==> src/rtl/sme_ram.sv <==
// Stack memory: one write port, one registered read port.
module sme_ram #(
   parameter int DEPTH  = 64,
   parameter int ADDR_W = 6
) (
   input  logic              clock,
   input  logic              wr_en,
   input  logic [ADDR_W-1:0] wr_addr,
   input  logic [63:0]       wr_data,
   input  logic [ADDR_W-1:0] rd_addr,
   output logic [63:0]       rd_data
);

   logic [63:0] mem [DEPTH];
   logic [63:0] rd_data_ff;

   always_ff @(posedge clock) begin
      if (wr_en) begin
         mem[wr_addr] <= wr_data;
      end
      rd_data_ff <= mem[rd_addr];
   end

   assign rd_data = rd_data_ff;

endmodule

==> config.mk <==
export PLATFORM = sky130hd
export DESIGN_NAME = sme_ram
export DESIGN_NICKNAME = d
export VERILOG_FILES = /design/src/rtl/sme_ram.sv
export SDC_FILE = /design/constraint.sdc
export NUM_CORES = 2
export LEC_CHECK = 0
export ABC_AREA = 1
export BUFFER_PORTS_ARGS = -buffer_cell sky130_fd_sc_hd__clkbuf_2
export CORE_ASPECT_RATIO = 0.8
export CORE_MARGIN = 3
export CORE_UTILIZATION = 27
export CTS_CLUSTER_DIAMETER = 50
export CTS_CLUSTER_SIZE = 28
export DETAILED_ROUTE_END_ITERATION = 7
export HOLD_SLACK_MARGIN = 0.12
export PLACE_DENSITY_LB_ADDON = 0.05
export SYNTH_ARGS = -nofsm -noshare
export SYNTH_HDL_FRONTEND = slang
export SYNTH_SLANG_ARGS = --single-unit
==> constraint.sdc <==
create_clock -name clock -period 12.7 [get_ports clock]
set_input_delay 2.54 -clock clock [delete_from_list [all_inputs] [get_ports clock]]
set_output_delay 2.54 -clock clock [all_outputs]
set_load 0.01 [all_outputs]
==> impl_results.md <==
* Gp weighted congestion at 0.735
* Period utilisation layout at 45.5%
* Critical path launch point type: input port
* Detail Route Antenna Nets at 0
* Dpl ws at 5.97 ns
* HP Class: flop to flop
* Ys Warns at 0
* Initial core utilization at between 20 and 30%
* DP HPWL at approximately 340,000 um
* Total iterations of the first detailed-routing run at 6
* DRT iter0 DRCs at 12,300
* Final wirelength at 692,000 um
* Hold Buf Count CTS at 0
* Final total power at 0.0327 W
* Clk_skew at 0.0448 ns
* Die extent in y at 706 um
* CTS tree: yes
* Routed WL per cell at 31.3 um
* Clk buf depth at 4
* Clock sink total at 4,160
* Post-synth cell types at 16
* Most area-hungry cell type in the Yosys netlist: edfxtp_1
* Vias in the first global route at 106,000
* Synth Instances at 13,400
* Final slew viol count at 0
* Synthesized Nets at ~13,000
* CP Max Fanout at 70
* Crit end category: flop
* Pwr Density at around 170 nW/um^2
* Unrepaired setup endpoints after global routing: no
* Global Route Usage Sum at around 22%
* CTS Root Cell: clkbuf_16
* Max stage delay on crit path at 0.82 ns
* Site Rows at 256
* Layout Nets at 13,600
* Largest net degree at the start of global routing at between 150 and 200
* Setup CP Type: input port to flop
* Skew-Pair Late Insertion Delay at 1.06 ns
* Worst-margin pin slew at 1.39 ns
* Area delta synth->final at 16.8%
* Post-synthesis sequential area ratio at 75.2%
* Final core occ at around a third
* Share of the synthesized area in the top cell type at between 70% and 80%
* Final setup vio count at 0
* Critical-path top delay cell: buf_4
* Core area at 609,000 sq um
* Reported max-cap violation count at 0
* Total number of vias at 111,000
* Syn Area/Cell at around 12 sq um
* Tmin final at about 5.8 ns
* Peak VDD IR at between 0.15 and 0.2 mV
* Full die area at roughly 620,000 sq um
* Layout cells sized above 1 at 10.0%
* Achievable Freq at 173 MHz
* Horiz. Die Dim at 881 um
* Worst path cell trace: buf_8, buf_4, buf_4, buf_4, nand3_1, nand3_1, nand3_1, nand3_1, nand2_1, nand2_1, nand2_1
* Setup TNS at 0 ns
* Placed cells at 21,100
* Fin. Hold Viols at 0
* Status: complete, no violations
* Global route overflow at 0
* Slew headroom at under 10%
* DR vias/cell at around 5
* Post_cts resized at 0
* Crit path top cell by count: nand3_1
* Crit-path leading delay family: buffers and inverters
* Worst path required time at 13.59 ns
* Initial antenna violation count at 89
* # Post-CTS Setup Buffers at 0
* Synth top area cells: edfxtp_1, nand3_1, nand2_1
* First-pass GRT wire length at 940,000 um
* Worst Setup Slack, final at 6.92 ns
* Drt drc at 0
* Clock-pin transition on the worst setup and hold timing paths at 0.06 ns
* Leak at 66.6 nW
* Post-Layout Cell Count at 22,100
* CP Data Arrival Time at 6.66 ns
* Port bufs at about 140
* H-tree level count at 6
* TritonCTS buffer count at 529
* Yosys reg bits at 4,160
* Number of I/O pins at 142
* CP Buf/Inv Count at 4
* Post-Syn Area at 165,000 sq um
worst reg2reg max path, cell delays in order (launching register included):
cell	delay (ns)
edfxtp_1	0.36
nand2_1	0.07
nand3_1	0.11
nand3_1	0.15
nand3_1	0.18
nand3_1	0.14
nand2_1	0.11
nand2_1	0.09
nand2_1	0.37
cells in the mapped netlist:
library cell  count
buf_8             3
edfxtp_1       4096
nand4_1           9
buf_4           134
clkbuf_1        147
dfxtp_1          64
nand3_1        3847
buf_2           501
buf_6            40
buf_1            72
nand2_1        4416
inv_4             2
nor4_1            8
inv_1             8
nor2_1           56
inv_2             2
layout by cell type, fill, tap and decap left out, types with 56 or more instances in the layout:
master / synthesis / layout
nand2_1: 4416 / 4416
edfxtp_1: 4096 / 4096
nand3_1: 3847 / 3847
clkbuf_16: 0 / 546
buf_4: 134 / 276
clkbuf_2: 0 / 129
clkinv_2: 0 / 67
dfxtp_1: 64 / 64
bufinv_16: 0 / 60
clkbuf_1: 147 / 57
nor2_4: 0 / 56
registers in the layout, summed over array words and instances (netlist names):
name     flops
rd_data     64
mem       4096
metrics by stage:
stage               hold slack [ns]  cell area, sq um
floorplan                     0.721            165000
global placement              0.789            175000
detailed placement            0.794            175000
CTS                           0.809            193000
global route                  0.879            193000
finish                        0.795            193000
area by class of cell:
| cell class | count | area, sq um |
|---|---|---|
| antenna | 23 | 57.6 |
| clock buffer | 611 | 14000 |
| clock inverter | 355 | 4010 |
| fill | 60500 | 416000 |
| inverter | 12 | 105 |
| multi-input combinational | 8336 | 36600 |
| sequential | 4160 | 124000 |
| tap | 8127 | 10200 |
| timing repair buffer | 471 | 3930 |
kinds of logic (layout without fill, tap and decap cells):
family                 after synthesis  after routing  synth area share (%)
buffers and inverters              909           1449                  2.95
flip-flops                        4160           4160                  75.2
other                                0             23                     0
AND/OR/NAND/NOR                   8336           8336                  21.9
metal layers:
metal	global-route usage (%)	wire, um	up-vias
met4	3.90	12300	14
li1	-	-	48300
met3	3.03	41400	703
met1	32.6	331000	58000
met5	0	84	-
met2	33.3	308000	3603
power breakdown:
part | internal, W | total (W) | switching (W)
Sequential | 0.0152 | 0.0153 | 0.0000905
Clock | 0.00924 | 0.0156 | 0.00635
Combinational | 0.000401 | 0.00181 | 0.00141
Total | 0.0248 | 0.0327 | 0.00785
final timing paths:
path                          from                  end  slack (ns)  depth (start not counted)
max                     rd_addr[1]  rd_data[42]$_DFF_P_        6.92                         11
min          mem[24][62]$_DFFE_PP_  rd_data[62]$_DFF_P_        0.79                          8
min reg2reg  mem[24][62]$_DFFE_PP_  rd_data[62]$_DFF_P_        0.79                          8
max reg2reg   mem[49][4]$_DFFE_PP_   rd_data[4]$_DFF_P_       10.84                          8
(Power assumes the default switching activity.)
