**config.mk**
```make
export PLATFORM = sky130hd
export DESIGN_NAME = sme_alu
export DESIGN_NICKNAME = d
export VERILOG_FILES = /design/src/rtl/sme_pkg.sv /design/src/rtl/sme_alu.sv
export SDC_FILE = /design/constraint.sdc
export NUM_CORES = 1
export LEC_CHECK = 0
export BUFFER_PORTS_ARGS = -buffer_cell sky130_fd_sc_hd__buf_2
export CORE_ASPECT_RATIO = 1.25
export CORE_UTILIZATION = 50
export DETAILED_ROUTE_END_ITERATION = 8
export PLACE_DENSITY = 0.72
export SYNTH_ARGS = -nofsm -noshare
export SYNTH_HDL_FRONTEND = slang
export SYNTH_SLANG_ARGS = --single-unit
export TNS_END_PERCENT = 5
```
**constraint.sdc**
```tcl
create_clock -name vclk -period 4.9
set_clock_uncertainty 0.15 [all_clocks]
set_input_delay 0.245 -clock vclk [all_inputs]
set_output_delay 0.245 -clock vclk [all_outputs]
set_load 0.1 [all_outputs]
```
**src/rtl/sme_pkg.sv**
```systemverilog
// Shared types and constants for the stack machine execute block.
package sme_pkg;

   localparam logic [63:0] SIGN64 = 64'h8000_0000_0000_0000;
   localparam logic [63:0] MAXPOS = 64'h7FFF_FFFF_FFFF_FFFF;

   // Instruction opcodes
   typedef enum logic [4:0] {
      OP_NEG       = 5'd0,
      OP_NOT       = 5'd1,
      OP_ADD       = 5'd2,
      OP_SUB       = 5'd3,
      OP_MUL       = 5'd4,
      OP_DIV       = 5'd5,
      OP_EQ        = 5'd6,
      OP_NEQ       = 5'd7,
      OP_LT        = 5'd8,
      OP_LTE       = 5'd9,
      OP_GT        = 5'd10,
      OP_GTE       = 5'd11,
      OP_AND       = 5'd12,
      OP_OR        = 5'd13,
      OP_LOAD      = 5'd14,
      OP_SAVE      = 5'd15,
      OP_PUSH      = 5'd16,
      OP_TRUE      = 5'd17,
      OP_PUSH_ZERO = 5'd18,
      OP_JUMP      = 5'd19,
      OP_JUMPIF    = 5'd20,
      OP_ADJUST    = 5'd21
   } op_type;

   // Result status codes
   typedef enum logic [2:0] {
      STAT_OK      = 3'd0,
      STAT_UNDER   = 3'd1,
      STAT_OVER    = 3'd2,
      STAT_INDEX   = 3'd3,
      STAT_DIVZERO = 3'd4
   } status_type;

   // Sequencer states
   typedef enum logic [3:0] {
      STATE_CLEAR,
      STATE_IDLE,
      STATE_DECODE,
      STATE_READ_A,
      STATE_READ_B,
      STATE_OPERAND,
      STATE_EXEC,
      STATE_MULDIV,
      STATE_WRITE,
      STATE_READ_TOP,
      STATE_DONE
   } state_type;

   // Start request to the multiply/divide unit
   typedef struct packed {
      logic start;
      logic is_div;
   } md_ctl_type;

endpackage

```
**src/rtl/sme_alu.sv**
```systemverilog
// Combinational arithmetic, compare and logic unit for the simple opcodes.
module sme_alu #(
   parameter int FRAC_BITS = 32
) (
   input  sme_pkg::op_type op,
   input  logic [63:0]     a,
   input  logic [63:0]     b,
   output logic [63:0]     result
);
   import sme_pkg::*;

   localparam logic [63:0] ONE_FX = 64'(1) << FRAC_BITS;

   logic [63:0] sum;
   logic [63:0] diff;
   logic        lt_ab;
   logic        lt_ba;

   assign sum   = a + b;
   assign diff  = a - b;
   assign lt_ab = $signed(a) < $signed(b);
   assign lt_ba = $signed(b) < $signed(a);

   // Unary ops take their operand from b
   always_comb begin
      result = '0;
      unique case (op)
         OP_NEG: result = (b == SIGN64) ? MAXPOS : (64'd0 - b);
         OP_NOT: result = (b == '0) ? ONE_FX : '0;
         OP_ADD: begin
            if (((a ^ b) & SIGN64) == '0 && ((sum ^ a) & SIGN64) != '0) begin
               result = a[63] ? SIGN64 : MAXPOS;
            end else begin
               result = sum;
            end
         end
         OP_SUB: begin
            if (((a ^ b) & SIGN64) != '0 && ((diff ^ a) & SIGN64) != '0) begin
               result = a[63] ? SIGN64 : MAXPOS;
            end else begin
               result = diff;
            end
         end
         OP_EQ:  result = (a == b) ? ONE_FX : '0;
         OP_NEQ: result = (a != b) ? ONE_FX : '0;
         OP_LT:  result = lt_ab ? ONE_FX : '0;
         OP_LTE: result = !lt_ba ? ONE_FX : '0;
         OP_GT:  result = lt_ba ? ONE_FX : '0;
         OP_GTE: result = !lt_ab ? ONE_FX : '0;
         OP_AND: result = (a != '0 && b != '0) ? ONE_FX : '0;
         OP_OR:  result = (a != '0 || b != '0) ? ONE_FX : '0;
         default: result = '0;
      endcase
   end

endmodule

```
==> results of run 1 <==
-- stage by stage --
step | setup TNS [ps] | instances | area, sq um | utilization | total power [mW]
floorplan | -1500 | 1970 | 12700 | - | 1.27
global placement | 0 | 2563 | 16000 | 0.656 | 2.04
detailed placement | 0 | 2563 | 16000 | 0.656 | 2.05
CTS | 0 | 2563 | 16000 | 0.656 | 2.06
global route | 0 | 2564 | 16100 | 0.660 | 2.26
finish | 0 | 2567 | 16100 | 0.660 | 2.14
-- per-layer routing --
metal,global-route usage,vias to the layer above,wire length (microns)
li1,-,7622,-
met1,0.527,7817,21500
met2,0.799,1155,28500
met3,0.0749,348,5860
met4,0.392,2,5750
met5,0,-,11
-- worst max-delay path, delay by kind of cell --
family,cells,cell delay [ps]
xor gates and xnor gates,1,170
adders and majority gates,1,440
AOI/OAI and AO/OA,10,2470
buffers and inverters,6,1070
-- layout by cell type, fill, tap and decap left out, types with 50 or more instances in the layout --
cell type / count
ha_1: 181
o21bai_1: 50
xnor2_1: 158
buf_2: 134
buf_12: 76
nor4_1: 51
o21ai_0: 229
a21oi_1: 199
nand3_1: 82
buf_4: 157
inv_1: 192
nor2_1: 144
nor3_1: 64
nand2_1: 94
-- final timing paths --
path | startpoint | to | slack, ps | cells after the start
worst max-delay path | b[1] | result[62] | 90 | 18
worst min-delay path | b[41] | result[41] | 970 | 5
-- area by class of cell --
cell class / instances / share of cell area
well taps: 330 / 0.0256
inverters: 206 / 0.0485
diodes: 3 / 0.000466
repair buffers: 367 / 0.209
multi-input cells: 1661 / 0.716
-- repair_timing --
item	CTS	global route
buffers inserted	0	1
gates resized for setup	0	20
endpoints found under the setup margin	0	64
-- kinds of logic (layout without fill, tap and decap cells) --
logic type,after synthesis,in the layout
xor+xnor,171,171
compound gates,702,702
buf+inv,309,573
other cells,0,3
mux,7,7
simple gates,584,584
fa+ha+maj,197,197
-- report_power, final --
part	internal, mW	switching, mW	total [mW]
clock	0.0000000820	0	0.0000000820
combinational	0.799	1.34	2.14
sequential	0	0	0
total	0.799	1.34	2.14
==> impl_metrics.json, run 1 <==
{
  "outcome": "finished, final reports clean",
  "synth_fa_ha_area_frac": 0.200,
  "fp.coreArea_sq_mm": 0.0244,
  "syn-cell-area_sq_mm": 0.0124,
  "synth_top_family_by_area": "compound AO/OA/AOI/OAI gates",
  "design.seq.count": 0,
  "synth.most_common_cell": "o21ai_0",
  "yosys-top-cells-area": "ha_1, xnor2_1, o21ai_0",
  "yosys_warnings": 0,
  "place_congestion": 1.11,
  "drive_gt1_frac": 0.195,
  "max_freq_mhz": 208,
  "drt-initial-drc-count": 2002,
  "drv_slew": 0,
  "hold-worst-slack_ps": 973,
  "worst_pin_slew_ps": 1010,
  "multi_input_area_sq_mm": 0.0116,
  "die_area_sq_mm": 0.0255,
  "vias": 16900,
  "fp.dieW_microns": 143,
  "startpoint_type": "input port",
  "rows": 64,
  "antenna_found_initial": 2,
  "synth_fp_nets": 2299,
  "maxSlewHeadroom": 0.322,
  "cp_max_fo": 5,
  "cp.required_ps": 4510,
  "die_y_microns": 178,
  "ys_seq_area_frac": 0,
  "setup_violations": 0,
  "timing.final.crit_share": 0.981,
  "cp-end-kind": "output pin",
  "grt_first_pass_wirelength_microns": 92100,
  "firstDrtPassIters": 6,
  "avgSynthCellArea_sq_um": 6.31,
  "synth_xor_area_frac": 0.120,
  "crit_path_max_incr_delay_ps": 440,
  "seqCellArea_sq_um": 0,
  "synth_common_cells": "o21ai_0, a21oi_1, inv_1, ha_1, xnor2_1",
  "ant_nets": 0,
  "p_per_area_mw_per_mm2": 133,
  "nets": 2565,
  "areaGrowthSynthToFinish_pct": 29.7,
  "synth_simple_gate_area_frac": 0.237,
  "drv_cap": 0,
  "initial_utilization": 0.509,
  "detailed_place_hpwl_microns": 51100,
  "gr-total-overflow": 0,
  "hp-class": "in2out",
  "wire_per_inst_microns": 24.0,
  "drc": 0,
  "grt_max_degree": 40,
  "vias_per_cell": 6.60,
  "muxShareOfSynthArea": 0.00573,
  "holdBufCountCts": 0,
  "finalHoldViolCount": 0,
  "arrival_ps": 4410,
  "nFillCells": 2227,
  "crit_top_cell": "buf_4",
  "synth_compound_area_frac": 0.343,
  "critical_path_class": "in2out",
  "dp_worst_setup_slack_ps": 34.3,
  "synth_area_leader_cell": "ha_1",
  "yosysUniqueCellTypes": 70,
  "wl_microns": 61700,
  "syn_inst": 1970,
  "p_leak_nw": 7.07,
  "pin_count": 197,
  "portBuffers": 197,
  "worstPathCellList": "buf_2, inv_1, fa_1, o21bai_1, a211oi_1, a21oi_2, a221oi_1, buf_4, o41ai_1, buf_4, a31oi_2, o21ai_1, buf_4, a41o_1, a21oi_1, xnor2_1, o2111ai_1, buf_12",
  "fin_ws_ps": 92.4,
  "clock_buffers": 0,
  "rsz0062_at_grt": "no",
  "vdd_drop_max_v": 0.0000885,
  "groute.usage.overall": 0.475,
  "grt_pass1_vias": 16300,
  "cpMaxStageDelayCell": "fa_1",
  "finalCriticalPeriod_ps": 4810,
  "synth_top_area_frac": 0.194
}
Note: power is estimated with default switching activity, not from simulation.
==> inputs of run 2 (changes only) <==
--- a/config.mk
+++ b/config.mk
@@ -5,11 +5,10 @@
 export SDC_FILE = /design/constraint.sdc
 export NUM_CORES = 1
 export LEC_CHECK = 0
-export BUFFER_PORTS_ARGS = -buffer_cell sky130_fd_sc_hd__buf_2
 export CORE_ASPECT_RATIO = 1.25
 export CORE_UTILIZATION = 50
 export DETAILED_ROUTE_END_ITERATION = 8
-export PLACE_DENSITY = 0.72
+export DONT_BUFFER_PORTS = 1
 export SYNTH_ARGS = -nofsm -noshare
 export SYNTH_HDL_FRONTEND = slang
 export SYNTH_SLANG_ARGS = --single-unit
==> constraint.sdc (replaced) <==
create_clock -name vclk -period 5.8
set_clock_uncertainty 0.15 [all_clocks]
set_input_delay 0.29 -clock vclk [all_inputs]
set_output_delay 0.29 -clock vclk [all_outputs]
set_load 0.1 [all_outputs]
==> impl_metrics.json, run 2 (synthesis gave the netlist of run 1 again) <==
{
  "vdd_drop_max_v": 0.0000526,
  "vias": 15400,
  "setup_violations": 0,
  "hp-class": "in2out",
  "p_per_area_mw_per_mm2": 108,
  "seqCellArea_sq_um": 0,
  "fp.coreArea_sq_mm": 0.0244,
  "max_freq_mhz": 182,
  "portBuffers": 0,
  "die_area_sq_mm": 0.0255,
  "holdBufCountCts": 0,
  "timing.final.crit_share": 0.948,
  "gr-total-overflow": 0,
  "clock_buffers": 0,
  "nFillCells": 2595,
  "pin_count": 197,
  "fin_ws_ps": 304,
  "cpMaxStageDelayCell": "fa_1",
  "crit_path_max_incr_delay_ps": 560,
  "drt-initial-drc-count": 1355,
  "grt_pass1_vias": 14800,
  "layout_commonest_cell": "o21ai_0",
  "firstDrtPassIters": 5,
  "clockPowerShare": 0,
  "detailed_place_hpwl_microns": 48000,
  "drive_gt1_frac": 0.0819,
  "p_sw_frac": 0.664,
  "groute.usage.overall": 0.440,
  "place_congestion": 1.05,
  "rsz0062_at_grt": "no",
  "combPwrFrac": 1.000,
  "dpl-instance-area_sq_mm": 0.0137,
  "dp_worst_setup_slack_ps": 236,
  "vias_per_cell": 6.65,
  "fp.dieW_microns": 143,
  "drv_slew": 0,
  "final_core_util": 0.561,
  "p_switching_mw": 0.987,
  "wire_per_inst_microns": 24.9,
  "drv_cap": 0,
  "wl_microns": 57800,
  "cp_max_fo": 24,
  "maxSlewHeadroom": 0.305,
  "outcome": "finished, final reports clean",
  "layout_common_cells": "o21ai_0, a21oi_1, inv_1, ha_1, xnor2_1",
  "p_leak_nw": 5.88,
  "critical_path_class": "in2out",
  "worstPathCellList": "inv_1, ha_1, and4_1, o2111a_1, a31oi_1, a31oi_1, o31ai_2, a211o_1, nand2_1, a21oi_1, fa_1, xnor2_1, nor2b_4, buf_4, buf_4, o21ai_0, nand3_1, buf_4",
  "dp.cells": 2318,
  "p_int_mw": 0.500,
  "finalCriticalPeriod_ps": 5500,
  "grt_first_pass_wirelength_microns": 85400,
  "startpoint_type": "input port",
  "initial_utilization": 0.509,
  "arrival_ps": 5060,
  "nets": 2321,
  "ant_nets": 0,
  "die_y_microns": 178,
  "cp-end-kind": "output pin",
  "tns_ps": 0,
  "antenna_found_initial": 2,
  "areaGrowthSynthToFinish_pct": 10.3,
  "design.seq.count": 0,
  "grt_max_degree": 42,
  "finalInstanceArea_sq_mm": 0.0137,
  "crit_buf_inv": 4,
  "p_seq_frac": 0,
  "instances_no_fill": 2322,
  "finalHoldViolCount": 0,
  "rows": 64,
  "crit_top_cell": "buf_4",
  "worst_pin_slew_ps": 1030,
  "cp_top_family": "compound AO/OA/AOI/OAI gates",
  "cp.required_ps": 5360,
  "drc": 0
}
==> run 2: cell types whose count changed in the layout (fill, tap and decap cells not counted), moves of 5 or more <==
cell / previous run / this run
ha_4: 10 / 0
buf_12: 76 / 6
buf_4: 157 / 110
o2111ai_1: 9 / 2
buf_16: 0 / 7
inv_1: 192 / 199
o2111ai_2: 0 / 7
buf_2: 134 / 0
inv_2: 5 / 0
ha_1: 181 / 193
==> run 2: tightest hold or removal path, stage by stage <==
cell and delay, ps:
a21oi_1 50, nand2_1 80, o2111ai_2 90, buf_4 240
==> run 2: cell type report <==
class | count | area [sq um] | share of cell area
Antenna cell | 2 | 5.00 | 0.000365
Multi-Input combinational cell | 1661 | 11400 | 0.830
Timing Repair Buffer | 123 | 1140 | 0.0830
Tap cell | 330 | 413 | 0.0301
Inverter | 206 | 773 | 0.0564
==> run 2: routing by layer <==
layer | share of wire | track usage | vias to the layer above
met2 | 0.46 | 0.746 | 859
met4 | 0.091 | 0.360 | 0
met3 | 0.086 | 0.0770 | 247
met1 | 0.36 | 0.478 | 7201
li1 | - | - | 7127
met5 | 0 | 0 | -
==> run 2: power groups by stage <==
stage | logic [mW] | clock network (mW) | registers [mW]
floorplan | 1.04 | 0 | 0
global placement | 1.44 | 0 | 0
detailed placement | 1.44 | 0 | 0
CTS | 1.45 | 0 | 0
global route | 1.58 | 0 | 0
finish | 1.49 | 0.0000000322 | 0
==> run 2: final timing paths <==
path,from,end,slack [ps],cells past startpoint
hold / removal,b[61],result[61],890,4
setup / recovery,a[6],result[8],300,18
==> run 2: per-stage QoR <==
step           hold slack, ps  power, mW
2_1_floorplan            1140       1.04
3_3_place_gp              879       1.44
3_5_place_dp              889       1.44
4_1_cts                   889       1.45
5_1_grt                   907       1.58
6_report                  890       1.49
==> run 2: what timing repair did <==
item	in CTS	in global routing
gates resized for setup	0	1
endpoints found under the setup margin	0	42
setup buffers	0	2
